File: config.mk
export PLATFORM = sky130hd
export DESIGN_NAME = lowest_free_block_allocator_top
export DESIGN_NICKNAME = d
export VERILOG_FILES = /design/src/rtl/lfba_pkg.sv /design/src/rtl/lfba_map_ram.sv /design/src/rtl/lfba_ctrl.sv /design/src/rtl/lowest_free_block_allocator_top.sv
export SDC_FILE = /design/constraint.sdc
export NUM_CORES = 2
export LEC_CHECK = 0
export ABC_AREA = 1
export BUFFER_PORTS_ARGS = -buffer_cell sky130_fd_sc_hd__buf_4
export CORE_AREA = 3 3 514 720
export CTS_CLUSTER_DIAMETER = 200
export DETAILED_ROUTE_END_ITERATION = 7
export DIE_AREA = 0 0 517 723
export REMOVE_ABC_BUFFERS = 1
export SETUP_SLACK_MARGIN = 0.15
export SLEW_MARGIN = 5
export SYNTH_ARGS = -nofsm -noshare
export SYNTH_HDL_FRONTEND = slang
export SYNTH_SLANG_ARGS = --single-unit
File: constraint.sdc
create_clock -name clock -period 9.45 [get_ports clock]
set_input_delay 1.89 -clock clock [delete_from_list [all_inputs] [get_ports clock]]
set_output_delay 1.89 -clock clock [all_outputs]
set_load 0.01 [all_outputs]
File: src/rtl/lfba_pkg.sv
`timescale 1ns / 1ps
// ---------------------------------------------------------------------------
// Lowest-free block allocator package
// Types, constants and priority encoders shared by the allocator modules.
// ---------------------------------------------------------------------------
package lfba_pkg;

   localparam int BLOCK_COUNT = 1024;
   localparam int WORD_W      = 16;
   localparam int BIT_W       = $clog2(WORD_W);
   localparam int ROWS        = BLOCK_COUNT / WORD_W;
   localparam int ROW_W       = (ROWS > 1) ? $clog2(ROWS) : 1;
   localparam int IDX_W       = $clog2(BLOCK_COUNT);

   typedef enum logic [1:0] {
      KIND_ALLOC     = 2'd0,
      KIND_FREE      = 2'd1,
      KIND_FREE_TEMP = 2'd2,
      KIND_SYNC      = 2'd3
   } kind_type;

   typedef enum logic [1:0] {
      ST_OK           = 2'd0,
      ST_ALREADY_FREE = 2'd1,
      ST_NOT_TEMP     = 2'd2,
      ST_EXHAUSTED    = 2'd3
   } status_type;

   typedef enum logic {
      S_IDLE,
      S_MODIFY
   } state_type;

   typedef struct packed {
      kind_type    kind;
      logic [9:0]  block;
   } req_type;

   typedef struct packed {
      logic [9:0]  given_block;
      logic        reused;
      status_type  status;
   } rsp_type;

   typedef struct packed {
      logic [WORD_W-1:0] temp_bits;
      logic [WORD_W-1:0] free_bits;
   } word_type;

   typedef struct packed {
      logic             we;
      logic [ROW_W-1:0] addr;
      word_type         wdata;
   } ram_req_type;

   function automatic logic [ROW_W-1:0] lowest_row(input logic [ROWS-1:0] v);
      logic [ROW_W-1:0] r;
      r = '0;
      for (int i = ROWS - 1; i >= 0; i--) begin
         if (v[i]) begin
            r = ROW_W'(i);
         end
      end
      return r;
   endfunction

   function automatic logic [BIT_W-1:0] lowest_bit(input logic [WORD_W-1:0] v);
      logic [BIT_W-1:0] r;
      r = '0;
      for (int i = WORD_W - 1; i >= 0; i--) begin
         if (v[i]) begin
            r = BIT_W'(i);
         end
      end
      return r;
   endfunction

endpackage

File: src/rtl/lfba_map_ram.sv
`timescale 1ns / 1ps
// ---------------------------------------------------------------------------
// Allocator bitmap RAM
// One row per word: free bits and temporary bits side by side.
// Single port, registered read data.
// ---------------------------------------------------------------------------
module lfba_map_ram (
   input  logic                  clock,
   input  lfba_pkg::ram_req_type ram_req,
   output lfba_pkg::word_type    rdata
);

   lfba_pkg::word_type mem [lfba_pkg::ROWS];

   always_ff @(posedge clock) begin
      if (ram_req.we) begin
         mem[ram_req.addr] <= ram_req.wdata;
      end
      rdata <= mem[ram_req.addr];
   end

endmodule

File: src/rtl/lfba_ctrl.sv
`timescale 1ns / 1ps
// ---------------------------------------------------------------------------
// Allocator control
// Row selection, read-modify-write of the bitmap RAM, summary and row-valid
// bits, high-water counter and response generation.
// ---------------------------------------------------------------------------
module lfba_ctrl (
   input  logic                  clock,
   input  logic                  reset,
   input  logic                  start,
   output logic                  busy,
   input  lfba_pkg::req_type     req_item,
   output logic                  rsp_strobe,
   output lfba_pkg::rsp_type     rsp_item,
   output lfba_pkg::ram_req_type ram_req,
   input  lfba_pkg::word_type    ram_rdata
);

   lfba_pkg::state_type           state_ff, state_in;
   lfba_pkg::kind_type            kind_ff, kind_in;
   logic [lfba_pkg::IDX_W-1:0]    idx_ff, idx_in;
   logic [lfba_pkg::ROW_W-1:0]    row_ff, row_in;
   logic                          exh_ff, exh_in;
   logic                          ctr_ff, ctr_in;
   logic                          oor_ff, oor_in;
   logic [lfba_pkg::ROWS-1:0]     valid_ff, valid_in;
   logic [lfba_pkg::ROWS-1:0]     summ_ff, summ_in;
   logic [lfba_pkg::IDX_W-1:0]    hw_ff, hw_in;

   logic [lfba_pkg::IDX_W-1:0]    hw_next;
   lfba_pkg::word_type            cur_word;
   lfba_pkg::word_type            new_word;
   logic [lfba_pkg::BIT_W-1:0]    bit_sel;
   logic [lfba_pkg::BIT_W-1:0]    low_bit;

   assign hw_next = hw_ff + lfba_pkg::IDX_W'(1);
   assign cur_word = valid_ff[row_ff] ? ram_rdata : '0;
   assign low_bit  = lfba_pkg::lowest_bit(cur_word.free_bits);

   always_ff @(posedge clock) begin
      if (reset) begin
         state_ff <= lfba_pkg::S_IDLE;
         valid_ff <= '0;
         summ_ff  <= '0;
         hw_ff    <= '0;
      end else begin
         state_ff <= state_in;
         valid_ff <= valid_in;
         summ_ff  <= summ_in;
         hw_ff    <= hw_in;
      end
   end

   always_ff @(posedge clock) begin
      kind_ff <= kind_in;
      idx_ff  <= idx_in;
      row_ff  <= row_in;
      exh_ff  <= exh_in;
      ctr_ff  <= ctr_in;
      oor_ff  <= oor_in;
   end

   always_comb begin
      state_in   = state_ff;
      kind_in    = kind_ff;
      idx_in     = idx_ff;
      row_in     = row_ff;
      exh_in     = exh_ff;
      ctr_in     = ctr_ff;
      oor_in     = oor_ff;
      valid_in   = valid_ff;
      summ_in    = summ_ff;
      hw_in      = hw_ff;
      busy       = 1'b1;
      rsp_strobe = 1'b0;
      rsp_item   = '0;
      new_word   = cur_word;
      bit_sel    = idx_ff[lfba_pkg::BIT_W-1:0];
      ram_req.we    = 1'b0;
      ram_req.addr  = row_ff;
      ram_req.wdata = new_word;

      case (state_ff)
         lfba_pkg::S_IDLE: begin
            busy    = 1'b0;
            kind_in = req_item.kind;
            exh_in  = 1'b0;
            ctr_in  = 1'b0;
            oor_in  = 1'b0;
            if (req_item.kind == lfba_pkg::KIND_ALLOC) begin
               idx_in = hw_next;
               if (summ_ff != '0) begin
                  row_in = lfba_pkg::lowest_row(summ_ff);
               end else if (hw_ff >= lfba_pkg::IDX_W'(lfba_pkg::BLOCK_COUNT - 1)) begin
                  exh_in = 1'b1;
                  row_in = row_ff;
               end else begin
                  ctr_in = 1'b1;
                  row_in = lfba_pkg::ROW_W'(hw_next >> lfba_pkg::BIT_W);
               end
            end else begin
               idx_in = lfba_pkg::IDX_W'(req_item.block);
               oor_in = !(32'(req_item.block) < 32'(lfba_pkg::BLOCK_COUNT));
               row_in = lfba_pkg::ROW_W'(lfba_pkg::IDX_W'(req_item.block) >> lfba_pkg::BIT_W);
            end
            ram_req.addr = row_in;
            if (start) begin
               state_in = lfba_pkg::S_MODIFY;
            end
         end
         lfba_pkg::S_MODIFY: begin
            rsp_strobe = 1'b1;
            state_in   = lfba_pkg::S_IDLE;
            case (kind_ff)
               lfba_pkg::KIND_ALLOC: begin
                  if (exh_ff) begin
                     rsp_item.status = lfba_pkg::ST_EXHAUSTED;
                  end else if (ctr_ff) begin
                     new_word.temp_bits[bit_sel] = 1'b1;
                     ram_req.we = 1'b1;
                     hw_in = idx_ff;
                     rsp_item.given_block = 10'(idx_ff);
                  end else begin
                     new_word.free_bits[low_bit] = 1'b0;
                     new_word.temp_bits[low_bit] = 1'b1;
                     ram_req.we = 1'b1;
                     summ_in[row_ff] = |new_word.free_bits;
                     rsp_item.given_block = 10'({row_ff, low_bit});
                     rsp_item.reused = 1'b1;
                  end
               end
               lfba_pkg::KIND_FREE: begin
                  if (!oor_ff) begin
                     if (cur_word.free_bits[bit_sel]) begin
                        rsp_item.status = lfba_pkg::ST_ALREADY_FREE;
                     end else begin
                        new_word.free_bits[bit_sel] = 1'b1;
                        ram_req.we = 1'b1;
                        summ_in[row_ff] = 1'b1;
                     end
                  end
               end
               default: begin
                  // free-temp and sync
                  if (!oor_ff) begin
                     if (cur_word.temp_bits[bit_sel]) begin
                        new_word.temp_bits[bit_sel] = 1'b0;
                        ram_req.we = 1'b1;
                     end else begin
                        rsp_item.status = lfba_pkg::ST_NOT_TEMP;
                     end
                  end
               end
            endcase
            ram_req.wdata = new_word;
            if (ram_req.we) begin
               valid_in[row_ff] = 1'b1;
            end
         end
         default: begin
            state_in = lfba_pkg::S_IDLE;
         end
      endcase
   end

   a_write_only_in_modify: assert property (@(posedge clock) disable iff (reset)
      ram_req.we |-> (state_ff == lfba_pkg::S_MODIFY))
      else $error("bitmap write outside modify state");

   a_accept_gives_response: assert property (@(posedge clock) disable iff (reset)
      (start && !busy) |=> rsp_strobe)
      else $error("accepted request without response");

   a_exhausted_clean: assert property (@(posedge clock) disable iff (reset)
      (rsp_strobe && rsp_item.status == lfba_pkg::ST_EXHAUSTED) |->
         (rsp_item.given_block == '0 && !rsp_item.reused && summ_ff == '0))
      else $error("exhausted response with a block or free rows");

   a_reuse_needs_summary: assert property (@(posedge clock) disable iff (reset)
      (rsp_strobe && rsp_item.reused) |-> summ_ff[row_ff])
      else $error("reused block from a row with no free bits");

   a_hw_in_range: assert property (@(posedge clock) disable iff (reset)
      hw_ff <= lfba_pkg::IDX_W'(lfba_pkg::BLOCK_COUNT - 1))
      else $error("high-water counter past capacity");

endmodule

File: src/rtl/lowest_free_block_allocator_top.sv
`timescale 1ns / 1ps
// ---------------------------------------------------------------------------
// Lowest-free block allocator
// Hands out block numbers lowest-free first, falling back to a high-water
// counter; tracks freed and temporary blocks in a bitmap RAM.
// ---------------------------------------------------------------------------
// For each request, the accept cycle issues the bitmap RAM read
// (row picked from a per-row free summary or from the counter), the next
// cycle modifies and writes back the row and drives rsp_strobe for exactly
// one cycle. busy is high during that modify cycle, so no new request can
// be started until the response is given. The receiver cannot stall the
// response. No clearing pass after reset: per-row valid bits make unwritten
// rows read as empty, so requests are taken right after reset.
module lowest_free_block_allocator_top (
   input  logic              clock,
   input  logic              reset,
   input  logic              start,
   output logic              busy,
   input  lfba_pkg::req_type req_item,
   output logic              rsp_strobe,
   output lfba_pkg::rsp_type rsp_item
);

   lfba_pkg::ram_req_type ram_req;
   lfba_pkg::word_type    ram_rdata;

   lfba_ctrl u_ctrl (
      .clock      (clock),
      .reset      (reset),
      .start      (start),
      .busy       (busy),
      .req_item   (req_item),
      .rsp_strobe (rsp_strobe),
      .rsp_item   (rsp_item),
      .ram_req    (ram_req),
      .ram_rdata  (ram_rdata)
   );

   lfba_map_ram u_map_ram (
      .clock   (clock),
      .ram_req (ram_req),
      .rdata   (ram_rdata)
   );

endmodule
### Word-level counts from Yosys, hierarchy flattened

Memories as Yosys holds them, arrays and structs flattened. A register that Yosys moved wholly into a read port is not among the register bits.
Cells that the tools add are included.

* output and inout port bits: 15
* register bits: 159
* word-level logic and storage cells: 179
* memories: 1
* bits of input ports: 15
* bits in latches: 0
* ROM bits: 0
* memory bits (writable): 2048

* multiplexer cells: 133
* divide/modulo/power cells: 0
* reductions and logical operators: 12
* eq/ne operators: 4
* shift-type cells: 0
* multiply operators: 0
* bitwise gates (word level): 12
* add/sub/neg operators: 1
* $lt $le $gt $ge: 7

Memories
* u_map_ram.mem: depth 64, bits a word 32, rd ports 1, clocked after Yosys merged registers in 1, wr ports 1, RTL line lfba_map_ram.sv:13 `lfba_pkg::word_type mem [lfba_pkg::ROWS];`

Operators with widths (count)
* 6-bit 2-to-1 mux: 68
* 64-bit 2-to-1 mux: 3
* 64-bit OR: 2
* 64-bit case mux with 2 select lines: 1
* 32-bit 2-to-1 mux: 3
* 64-bit bitwise mux: 1
* 16-bit 2-to-1 mux: 4
* 4-bit 2-to-1 mux: 16
* 16-bit case mux with 2 select lines: 2
* 64-bit nonzero test: 1
* 16-bit OR: 3
* 16-bit bitwise AND: 2
* 16-bit inverter: 2
* 11-bit 2-to-1 mux: 2
* 10-bit 2-to-1 mux: 2
* 1-bit 2-to-1 mux: 19
* 16-bit OR reduction: 1
* 13-bit 2-to-1 mux: 1
* 10-bit by 1-bit adder with 10-bit output (second input constant): 1
* 10-bit >= comparator (second input constant): 1
* 4-bit by 5-bit less-than comparator with 1-bit output (second input constant): 2
* 1-bit binary-select mux with 4-bit select: 2
* 1-bit demux with 4-bit select: 2
* 4-bit by 1-bit >= comparator with 1-bit output (second input constant): 2
* other kinds (17): 26

### Depth between registers and ports, before layout

* word-level depth: 67
* mapped depth: 79
* gate-level depth less buffers: 77

### Cells and area by module

From an unflattened synthesis, not the netlist that was laid out.

* cells, all modules: 9948
* area total of the unflattened synthesis: 96193.5 µm²

By module, submodules not included
* lfba_map_ram: sequential area each 62139.6 µm², cells an instance 8444, times used 1, area each 86661.9 µm²
* lfba_ctrl: sequential area each 3323.2 µm², cells an instance 1504, times used 1, area each 9531.6 µm²

### Worst setup path after synthesis

No wires, ideal clock.

* kind: register to register
* start point: register u_ctrl.summ_ff[62] (netlist bit)
* end point: memory u_map_ram.mem[31][0] (netlist bit) (enable)
* data arrival time: 6.765 ns
* path slack: 2.183 ns
* clock period less this slack: 7.267 ns
* buffers on the path: 3
* stages on the path, launching flop included: 73
* data required time: 8.948 ns
* setup time: 0.502 ns
* path through: dfxtp_1 > inv_2 > nand2_1 > nand2_1 > nand2_1 > nand2_1 > nand2_1 > nand2_1 > nand2_1 > nand2_1 > nand2_1 > nand2_1 > nand2_1 > nand2_1 > nand2_1 > nand2_1 > nand2_1 > nand2_1 > (+37 left out) > nand2_1 > nand2_1 > nand2_1 > nand2_1 > nand2_1 > nand2_1 > nand2_1 > nand2_1 > nand2_1 > nand2_1 > nand2_1 > nand2_1 > nand2_2 > nand2_2 > buf_4 > buf_2 > buf_2 > nor4_1

* longest elaborated chain between the ends: 66
* elaborated cells on any way between the ends: 67
* those cells by class: mux: 66; reduce/logical: 1

RTL lines
* start: declaration: RTL line lfba_ctrl.sv:27 `logic [lfba_pkg::ROWS-1:0] summ_ff, summ_in;`
* start signal: assignment: RTL line lfba_ctrl.sv:49 `summ_ff <= summ_in;`
* 6-bit 2-to-1 mux (63 in series): RTL line lfba_pkg.sv:60 `if (v[i]) begin`
* 6-bit 2-to-1 mux *: RTL line lfba_ctrl.sv:92 `if (summ_ff != '0) begin`
* 6-bit 2-to-1 mux *: RTL line lfba_ctrl.sv:90 `if (req_item.kind == lfba_pkg::KIND_ALLOC) begin`
* 6-bit 2-to-1 mux *: RTL line lfba_ctrl.sv:83 `case (state_ff)`
* end: declaration: RTL line lfba_map_ram.sv:13

Mark *: on every way between the ends. The rest lies on a longest branch, timed or not.

==> run metrics <==
CTS resizes=0; synth unique cells=48; Critical Setup Path Class=reg2out; Final Hold Violating Endpoints=0; largest net degree at the start of global routing=181; number of global-route vias before repair=64848; R2R setup slack=1.87 ns; Worst Tran Pin Value=1.34 ns; Seq/Total Area, Yosys=69.3%; crit-path max FO=26; RSZ-0062 raised after global routing=false; cells on worst reg2reg path=24; Hold Path Depth=2; drt pass-1 iters=6; area of the core=364000 sq um; Num CTS Buffers=192; WL/cell=23.1 um; final worst path period share=87.6%; total gr overflow=0; initial core utilization=26.0%; Die ar.=374000 sq um; Clock Tree Root=clkbuf_16; max incr delay on CP=0.80 ns; GR peak layer=met2; routing usage on met1=19.5%; H-tree lvl count=4; fmax=0.121 GHz; Post-DP HPWL=172000 um; clock tree buffer depth=4; IO buf count=29; clk sink count=2239; commonest non-fill, non-tap cells in the layout=edfxtp_1 (2062), nand2_1 (2021), nand3_1 (1067); Syn Area/Cell=11.1 sq um; Crit path top cell by count=nand2_1; r2r startpoint=u_ctrl.row_ff[2]; met3 GRT Util=1.51%; CP Buf/Inv Count=5; Area Growth Syn to Fin=13.4%; routed vias=68224; CTS tree=done; Die X=517 um; mapped cell area=94400 sq um; WL final=306000 um; Top Ports=30; Max Transition Viols Final=0; CP delay by family, top=compound AO/OA/AOI/OAI gates; YS warnings=0; FP Rows=262; Clk Latency, worst-skew pair=0.87 ns; cells after synthesis=8542; Initial DRC Count=7607; clk_skew=0.0567 ns; slowest CP cell=nor3_1; Setup-failing EPs final=0; Max-slew headroom=10.6%; PD cells=199 nW/um^2; WHS Endpoint=u_ctrl.valid_ff[49]; hold wc startpoint=u_ctrl.valid_ff[49]; Max-Cap Viols=0; setup TNS=0 ns; Antenna Nets Post-Route=0; post-CTS setup buffers=0; ratio of cells with drive above 1 in the final layout=7.48%; GRT Util Overall=15.7%; Die Height=723 um; worst-path cell chain=inv_1, nor3_1, inv_1, o22ai_1, a21oi_1, a41o_1, nand2_1, a221oi_1, nand2_1, buf_4, nand2_1, inv_1, o22ai_1, a2111oi_0, o221a_2, nand2_1, a21oi_1, buf_4; maximum VDD drop=0.139 mV; fill count=37088; Critical Path RT=7.56 ns; met2 Use GR=26.2%; # DRC=0; initial antenna violation count=6; leakage=38.4 nW; Tmin final=8.28 ns; hold buffer count at cts=0; Vias/cell=5.16; Clock transition at path regs=0.07 ns; Yosys reg bits=2239; Post-Route Utilization=29.4%; Final GP Congestion=0.892; Tightest Hold Check Type=reg2reg; asr flop ratio synth=0%; ys flop type=edfxtp_1; run status=complete, no violations; Post-synth EDFFs=2062; crit end category=primary output; RR Endpoint=u_map_ram.mem[12][17]; CP Launch Type=flop; first-pass GRT wire length=444000 um; commonest non-fill, non-tap cell in the layout=edfxtp_1; fin nets=8337; worst path arrival time=6.39 ns
[where the power goes]
group | total, mW | switching [mW] | internal, mW
clock | 7.99 | 3.62 | 4.37
sequential | 10.9 | 0.0710 | 10.8
combinational | 2.47 | 1.92 | 0.548
[kinds of logic after synthesis]
logic type	share of synthesized area (%)
adders and majority gates	0.0132
xor gates and xnor gates	0.0371
and+or+nand+nor	24.0
buffers and inverters	3.85
AOI/OAI and AO/OA	2.75
DFF	69.3
[through the flow]
stage,power [mW],setup slack [ns],cells,instance area [sq um],hold slack [ns]
final,21.3,1.17,13220,107000,0.451
after CTS,21.4,1.25,13217,107000,0.453
after global routing,21.9,1.01,13218,107000,0.479
after detailed placement,13.5,2.09,12879,101000,0.443
after global placement,13.5,1.94,12879,101000,0.442
after floorplan,12.7,-40.69,7879,91700,0.424
[layout make-up]
class	instances	area (sq um)	area share, %
Clock inverter	90	957	0.894
Tap cell	4752	5950	5.55
Timing Repair Buffer	248	2240	2.09
Clock buffer	248	5150	4.81
Inverter	249	935	0.873
Multi-Input combinational cell	5391	26400	24.6
Antenna cell	3	7.51	0.00701
Sequential cell	2239	65500	61.1
[synthesized netlist by cell type, types with 8 or more instances]
cell / instances / area share (%)
o31ai_1: 14 / 0.11
a21oi_1: 105 / 0.56
o21ai_0: 78 / 0.41
edfxtp_1: 2062 / 66
nand2_1: 2023 / 8.0
inv_1: 236 / 0.94
buf_2: 157 / 0.83
nor3_1: 31 / 0.16
clkbuf_1: 421 / 1.7
o22ai_1: 26 / 0.17
a31oi_1: 15 / 0.099
nor4_1: 8 / 0.053
a221oi_1: 39 / 0.36
buf_1: 81 / 0.32
dfxtp_1: 177 / 3.8
nor2_1: 817 / 3.2
o221ai_1: 13 / 0.12
nand4_1: 1030 / 6.8
nand3_1: 1068 / 5.7
a211oi_1: 35 / 0.28
o21a_1: 40 / 0.32
[worst register-to-register path, delay by kind of cell (launching register included)]
kind	cells	cell delay [ns]
DFF	1	0.45
buffers and inverters	8	2.64
and+or+nand+nor	9	2.95
AOI/OAI and AO/OA	7	1.19
[worst max path at each step]
stage,startpoint,to,cells after the start
floorplan,u_ctrl.row_ff[0],u_map_ram.mem[31][0],4
global placement,u_ctrl.row_ff[2],u_map_ram.mem[12][19],25
detailed placement,u_ctrl.row_ff[2],u_map_ram.mem[12][8],25
CTS,u_ctrl.row_ff[2],rsp_item[0],18
global route,u_ctrl.row_ff[2],rsp_item[0],18
finish,u_ctrl.row_ff[2],rsp_item[0],18
[flip-flops by register name (all words and copies together) (netlist names)]
name	flops
u_map_ram.rdata	32
u_ctrl.valid_ff	64
u_ctrl.idx_ff	10
u_ctrl.exh_ff	1
u_ctrl.ctr_ff	1
u_ctrl.summ_ff	64
u_map_ram.mem	2048
u_ctrl.hw_ff	10
u_ctrl.row_ff	6
u_ctrl.state_ff	1
u_ctrl.kind_ff	2
[layer usage]
| metal | routed length, um | part of all wire, % | up-vias |
|---|---|---|---|
| met3 | 20600 | 6.7 | 635 |
| met1 | 117000 | 38 | 34097 |
| met4 | 21500 | 7.0 | 0 |
| met2 | 147000 | 48 | 2994 |
| met5 | 0 | 0 | - |
| li1 | - | - | 30498 |
(Power assumes the default switching activity.)
